$ cat src/rtl/tpc_pkg.sv
// shared types, constants and register codes for the timed position controller
package tpc_pkg;

  // configuration register indexes
  localparam int unsigned CFG_INDEX_W = 3;
  localparam logic [CFG_INDEX_W-1:0] REG_POSITION_GAIN   = 3'd0;
  localparam logic [CFG_INDEX_W-1:0] REG_DAMPING_GAIN    = 3'd1;
  localparam logic [CFG_INDEX_W-1:0] REG_INTEGRAL_GAIN   = 3'd2;
  localparam logic [CFG_INDEX_W-1:0] REG_TARGET_POSITION = 3'd3;
  localparam logic [CFG_INDEX_W-1:0] REG_RUN_TIME_US     = 3'd4;

  // saturation limits, Q16.16
  localparam logic signed [15:0] INTEG_LIMIT  = 16'sd6554;
  localparam logic signed [59:0] TORQUE_LIMIT = 60'sd39322;

  // error/500: x/4 then /125 by reciprocal, large magnitudes clamp
  localparam logic [33:0] DIV500_SAT  = 34'd6554500;
  localparam logic [13:0] DIV500_CLMP = 14'd13109;
  localparam logic [21:0] RECIP125    = 22'd2147484;   // ceil(2^28/125)

  // q/5 split as qh*(2^28-1)/5 + (qh+ql)/5, offset keeps the low part positive
  localparam logic signed [26:0] DIV5_HI  = 27'sd53687091;
  localparam logic [29:0]        DIV5_OFS = 30'd83886080; // 5*2^24
  localparam logic [29:0]        RECIP5   = 30'd858993460; // ceil(2^32/5)

  typedef struct packed {
    logic               feedback_fresh;
    logic signed [31:0] position;
    logic signed [31:0] velocity;
    logic [31:0]        time_us;
  } sample_t;

  typedef struct packed {
    logic signed [16:0] drive_torque;
    logic               run_done;
    logic [31:0]        elapsed_us;
  } result_t;

  typedef enum logic [2:0] {
    ST_IDLE,
    ST_ERR,
    ST_MUL,
    ST_INT,
    ST_ICALC,
    ST_OUT
  } state_t;

  typedef struct packed {
    logic load;
    logic calc_err;
    logic calc_mul;
    logic calc_int;
    logic calc_icalc;
    logic write;
  } cmd_t;

  typedef struct packed {
    logic result_held;
  } status_t;

endpackage

$ cat src/rtl/tpc_ctrl.sv
// sequencer for the position controller datapath
module tpc_ctrl (
  input  logic             clk,
  input  logic             rst,
  input  logic             sample_valid,
  input  logic             feedback_fresh,
  input  tpc_pkg::status_t status,
  output logic             sample_stall,
  output tpc_pkg::cmd_t    cmd
);
  import tpc_pkg::*;

  state_t state;
  state_t state_next;

  always_ff @(posedge clk) begin
    if (rst) begin
      state <= ST_IDLE;
    end else begin
      state <= state_next;
    end
  end

  always_comb begin
    state_next = state;
    case (state)
      ST_IDLE: begin
        if (sample_valid && feedback_fresh) state_next = ST_ERR;
      end
      ST_ERR:   state_next = ST_MUL;
      ST_MUL:   state_next = ST_INT;
      ST_INT:   state_next = ST_ICALC;
      ST_ICALC: state_next = ST_OUT;
      ST_OUT: begin
        if (!status.result_held) state_next = ST_IDLE;
      end
      default:  state_next = ST_IDLE;
    endcase
  end

  always_comb begin
    cmd          = '0;
    sample_stall = 1'b1;
    case (state)
      ST_IDLE: begin
        sample_stall = 1'b0;
        cmd.load     = sample_valid && feedback_fresh;
      end
      ST_ERR:   cmd.calc_err   = 1'b1;
      ST_MUL:   cmd.calc_mul   = 1'b1;
      ST_INT:   cmd.calc_int   = 1'b1;
      ST_ICALC: cmd.calc_icalc = 1'b1;
      ST_OUT:   cmd.write      = !status.result_held;
      default:  cmd = '0;
    endcase
  end

endmodule

$ cat config.mk
export PLATFORM = sky130hd
export DESIGN_NAME = tpc_ctrl
export DESIGN_NICKNAME = d
export VERILOG_FILES = /design/src/rtl/tpc_pkg.sv /design/src/rtl/tpc_ctrl.sv
export SDC_FILE = /design/constraint.sdc
export NUM_CORES = 1
export LEC_CHECK = 0
export BUFFER_PORTS_ARGS = -buffer_cell sky130_fd_sc_hd__clkbuf_2
export CAP_MARGIN = 20
export CORE_AREA = 2 2 39 41
export DETAILED_ROUTE_END_ITERATION = 10
export DIE_AREA = 0 0 41 43
export PLACE_DENSITY_LB_ADDON = 0.08
export SYNTH_ARGS = -nofsm -noshare
export SYNTH_HDL_FRONTEND = slang
export SYNTH_SLANG_ARGS = --single-unit
$ cat constraint.sdc
create_clock -name clk -period 2.34 [get_ports clk]
set_input_delay 0 -clock clk [delete_from_list [all_inputs] [get_ports clk]]
set_output_delay 0 -clock clk [all_outputs]
set_load 0.05 [all_outputs]
== After elaboration in Yosys (flattened, before gate mapping) ==
Index checks and enable logic that the tools add are counted.
Operators by class
  eq/ne operators: 7
  multiplexer cells: 10
  reductions and logical operators: 4
Operators by type and width (count)
  $pmux W3 S6: 1
  $mux W1: 7
  $eq A3 B2 Y1 const B: 2
  $eq A3 B3 Y1 const B: 2
  $mux W3: 2
  $ne A2 B2 Y1 const B: 2
  $eq A3 B1 Y1 const B: 1
  $logic_not A3 Y1: 1
  $reduce_and A2 Y1: 1
  $logic_and A1 B1 Y1: 1
  $logic_not A1 Y1: 1
Storage, ports and cells
  flip-flop bits (word level): 3
  input port bits: 5
  logic and storage cells: 22

== Depth between registers and ports, before layout ==
  depth after elaboration: 3
  depth in mapped cells: 4
  gate-level depth less buffers: 3

== Least setup slack after synthesis ==
OpenSTA, ideal clock, no wires.
  path type: register -> output
  start: register state[0]
  end: output cmd[4] (netlist name)
  arrival: 1.595 ns
  data required time: 2.340 ns
  slack: 0.745 ns
  cell stages (with the launch flop): 2
  path buffers: 0
  path through: dfxtp_1 nor3b_1
RTL lines
  start: declaration: line tpc_ctrl.sv:13  | state_t state;
  start signal: assignment: line tpc_ctrl.sv:20  | state <= state_next;
  end: declaration: line tpc_ctrl.sv:9  | output tpc_pkg::cmd_t cmd

==> results.json <==
{
  "status": "complete, no violations",
  "viasPerCell": 3.849,
  "regMostFlops": "state",
  "layout_commonest_cell": "clkbuf_2",
  "p_switching_mw": 0.08688,
  "internal_power_mw": 0.1438,
  "cts-htree-levels": 1,
  "die-area_sq_um": 1763,
  "fin_nets": 43,
  "critical_path_class": "flop to output pin",
  "worst_pin_slew_ns": 0.3094,
  "netlist_area_sq_um": 183.9,
  "cp.required_ns": 2.34,
  "top_regs": "state: 3 flops",
  "setup_violations": 0,
  "cts_resized": 0,
  "peakVddDrop_mv": 0.2959,
  "num-fill-cells": 159,
  "fin_crit_ns": 1.390,
  "path_max_fanout": 8,
  "holdCritPathClass": "input pin to flop",
  "io_pins": 12,
  "place_inst": 48,
  "io_buffers": 11,
  "skew_ns": 0.002898,
  "grt_pass1_wl_um": 745,
  "grt_use_total": 0.06793,
  "largest_reg_flops": 3,
  "coreArea_sq_um": 1384,
  "cts_tree": "yes",
  "clockBufferDepth": 2,
  "grt-ovfl-total": 0,
  "die_h_um": 43,
  "cap_violations": 0,
  "dr.pass1.iters": 2,
  "seq_power_share": 0.282,
  "swShare": 0.3766,
  "routed-via-count": 204,
  "setup_ws_ns": 0.9503,
  "cts_made_buffers": 3,
  "clkPwrFrac": 0.396,
  "gp_congestion": 0.5970,
  "synth_nets": 27,
  "die_x_um": 41,
  "wl_per_cell_um": 8.887,
  "cp.arrival_ns": 1.39,
  "root_buffer": "clkbuf_4",
  "layout_common_cells": "clkbuf_2, nor2_1, clkbuf_4, dfxtp_1",
  "dpl_worst_slack_ns": 1.187,
  "slew_violations": 0,
  "avgSynthCellArea_sq_um": 8.360,
  "antenna_found_initial": 0,
  "insertion_delay_ns": 0.23,
  "drive_gt1_frac": 0.4324,
  "layout.cells.non_filler": 53,
  "p_comb_frac": 0.322,
  "powerDensity_nw_per_um2": 812.2,
  "clock-sinks": 3,
  "rsz0062_at_grt": "no",
  "ys_seq_area_frac": 0.3265,
  "end_kind": "output pin",
  "leakagePower_nw": 0.1277,
  "ys_ff_latch": 3,
  "syn_inst": 22,
  "whs_ns": 0.1318,
  "start_util": 0.1329,
  "ant_nets": 0,
  "finalCritPeriodShare": 0.5939,
  "grt_pass1_vias": 190,
  "ys_warn_count": 0,
  "path_clk_slew_ns": 0.03,
  "fin_total_pwr_mw": 0.2307,
  "worstSetupStartpointType": "flop",
  "fmax_mhz": 719.6,
  "diodes": 0,
  "synthToLayoutAreaGrowth_pct": 54.42,
  "yosysUniqueCellTypes": 16,
  "setup_tns_ns": 0,
  "hold_viol_final": 0,
  "drc": 0,
  "finalWirelength_um": 471,
  "grt_max_degree": 11,
  "slew_headroom": 0.7935,
  "num_rows": 14,
  "drt_iter0_drc": 2
}
## worst paths after layout
kind | startpoint | end | slack [ns] | cells past startpoint
worst max-delay path | state[0]$_SDFFE_PP0P_ | cmd[5] | 0.95 | 3
worst min-delay path | status | state[0]$_SDFFE_PP0P_ | 0.13 | 3
worst max register to register | state[2]$_SDFFE_PP0P_ | state[0]$_SDFFE_PP0P_ | 1.30 | 2
worst min register to register | state[1]$_SDFFE_PP0P_ | state[1]$_SDFFE_PP0P_ | 0.63 | 2
## cells in the mapped netlist
| cell type | number | area, sq um |
|---|---|---|
| a2111oi_1 | 1 | 10.01 |
| dfxtp_1 | 3 | 60.06 |
| xnor2_1 | 1 | 8.760 |
| nand2_1 | 2 | 7.510 |
| nor3_1 | 2 | 10.01 |
| a31oi_1 | 1 | 6.260 |
| nor2_2 | 1 | 6.260 |
| buf_6 | 1 | 11.26 |
| and3b_1 | 1 | 8.760 |
| or3_4 | 1 | 11.26 |
| nand2b_1 | 1 | 6.260 |
| a21boi_1 | 1 | 7.510 |
| inv_1 | 1 | 3.750 |
| nor3b_1 | 1 | 7.510 |
| nor2_1 | 3 | 11.26 |
| a211oi_1 | 1 | 7.510 |
## layout make-up
type / count / area [sq um] / area share
multi-input cells: 17 / 108.9 / 0.3833
repair buffers: 12 / 65.06 / 0.2291
flip-flops and latches: 3 / 60.06 / 0.2115
clock buffers: 4 / 26.28 / 0.09251
well taps: 16 / 20.02 / 0.07048
inverters: 1 / 3.754 / 0.01322
## through the flow
stage,util,area (sq um)
floorplan,-,183.9
CTS,0.2052,284.0
finish,0.2052,284.0
detailed placement,0.1790,247.7
global placement,0.1790,247.7
global route,0.2052,284.0
## layer usage
metal  vias up  GRT usage  wire [um]
met5         -          0          0
met4         0    0.04000          0
met3         0    0.04712         28
met2         9     0.1031        246
met1        86    0.06329        196
li1        109          -          -
## power groups by stage
stage               clock [mW]  sequential, mW  combinational [mW]
floorplan                    0          0.0624              0.0609
global placement             0          0.0661              0.0736
detailed placement           0          0.0662              0.0736
CTS                     0.0969          0.0654              0.0754
global route             0.104          0.0664              0.0791
finish                  0.0912          0.0651              0.0744
## repair_timing
item / CTS / global route
buffers inserted: 0 / 0
endpoints found under the hold margin: 3 / 0
setup endpoints to repair: 0 / 0
hold buffers: 1 / 0
## worst max-delay path, stage by stage, from the launching register on
cell and delay [ns]:
dfxtp_1 0.37, or3_4 0.42, nor2_2 0.10, clkbuf_2 0.27
## kinds of logic after synthesis
logic type / count (synthesis) / share of synthesized area
xor+xnor: 1 / 0.04763
flops: 3 / 0.3265
simple gates: 12 / 0.3742
buf+inv: 2 / 0.08161
compound gates: 4 / 0.1701
(Power assumes the default switching activity.)
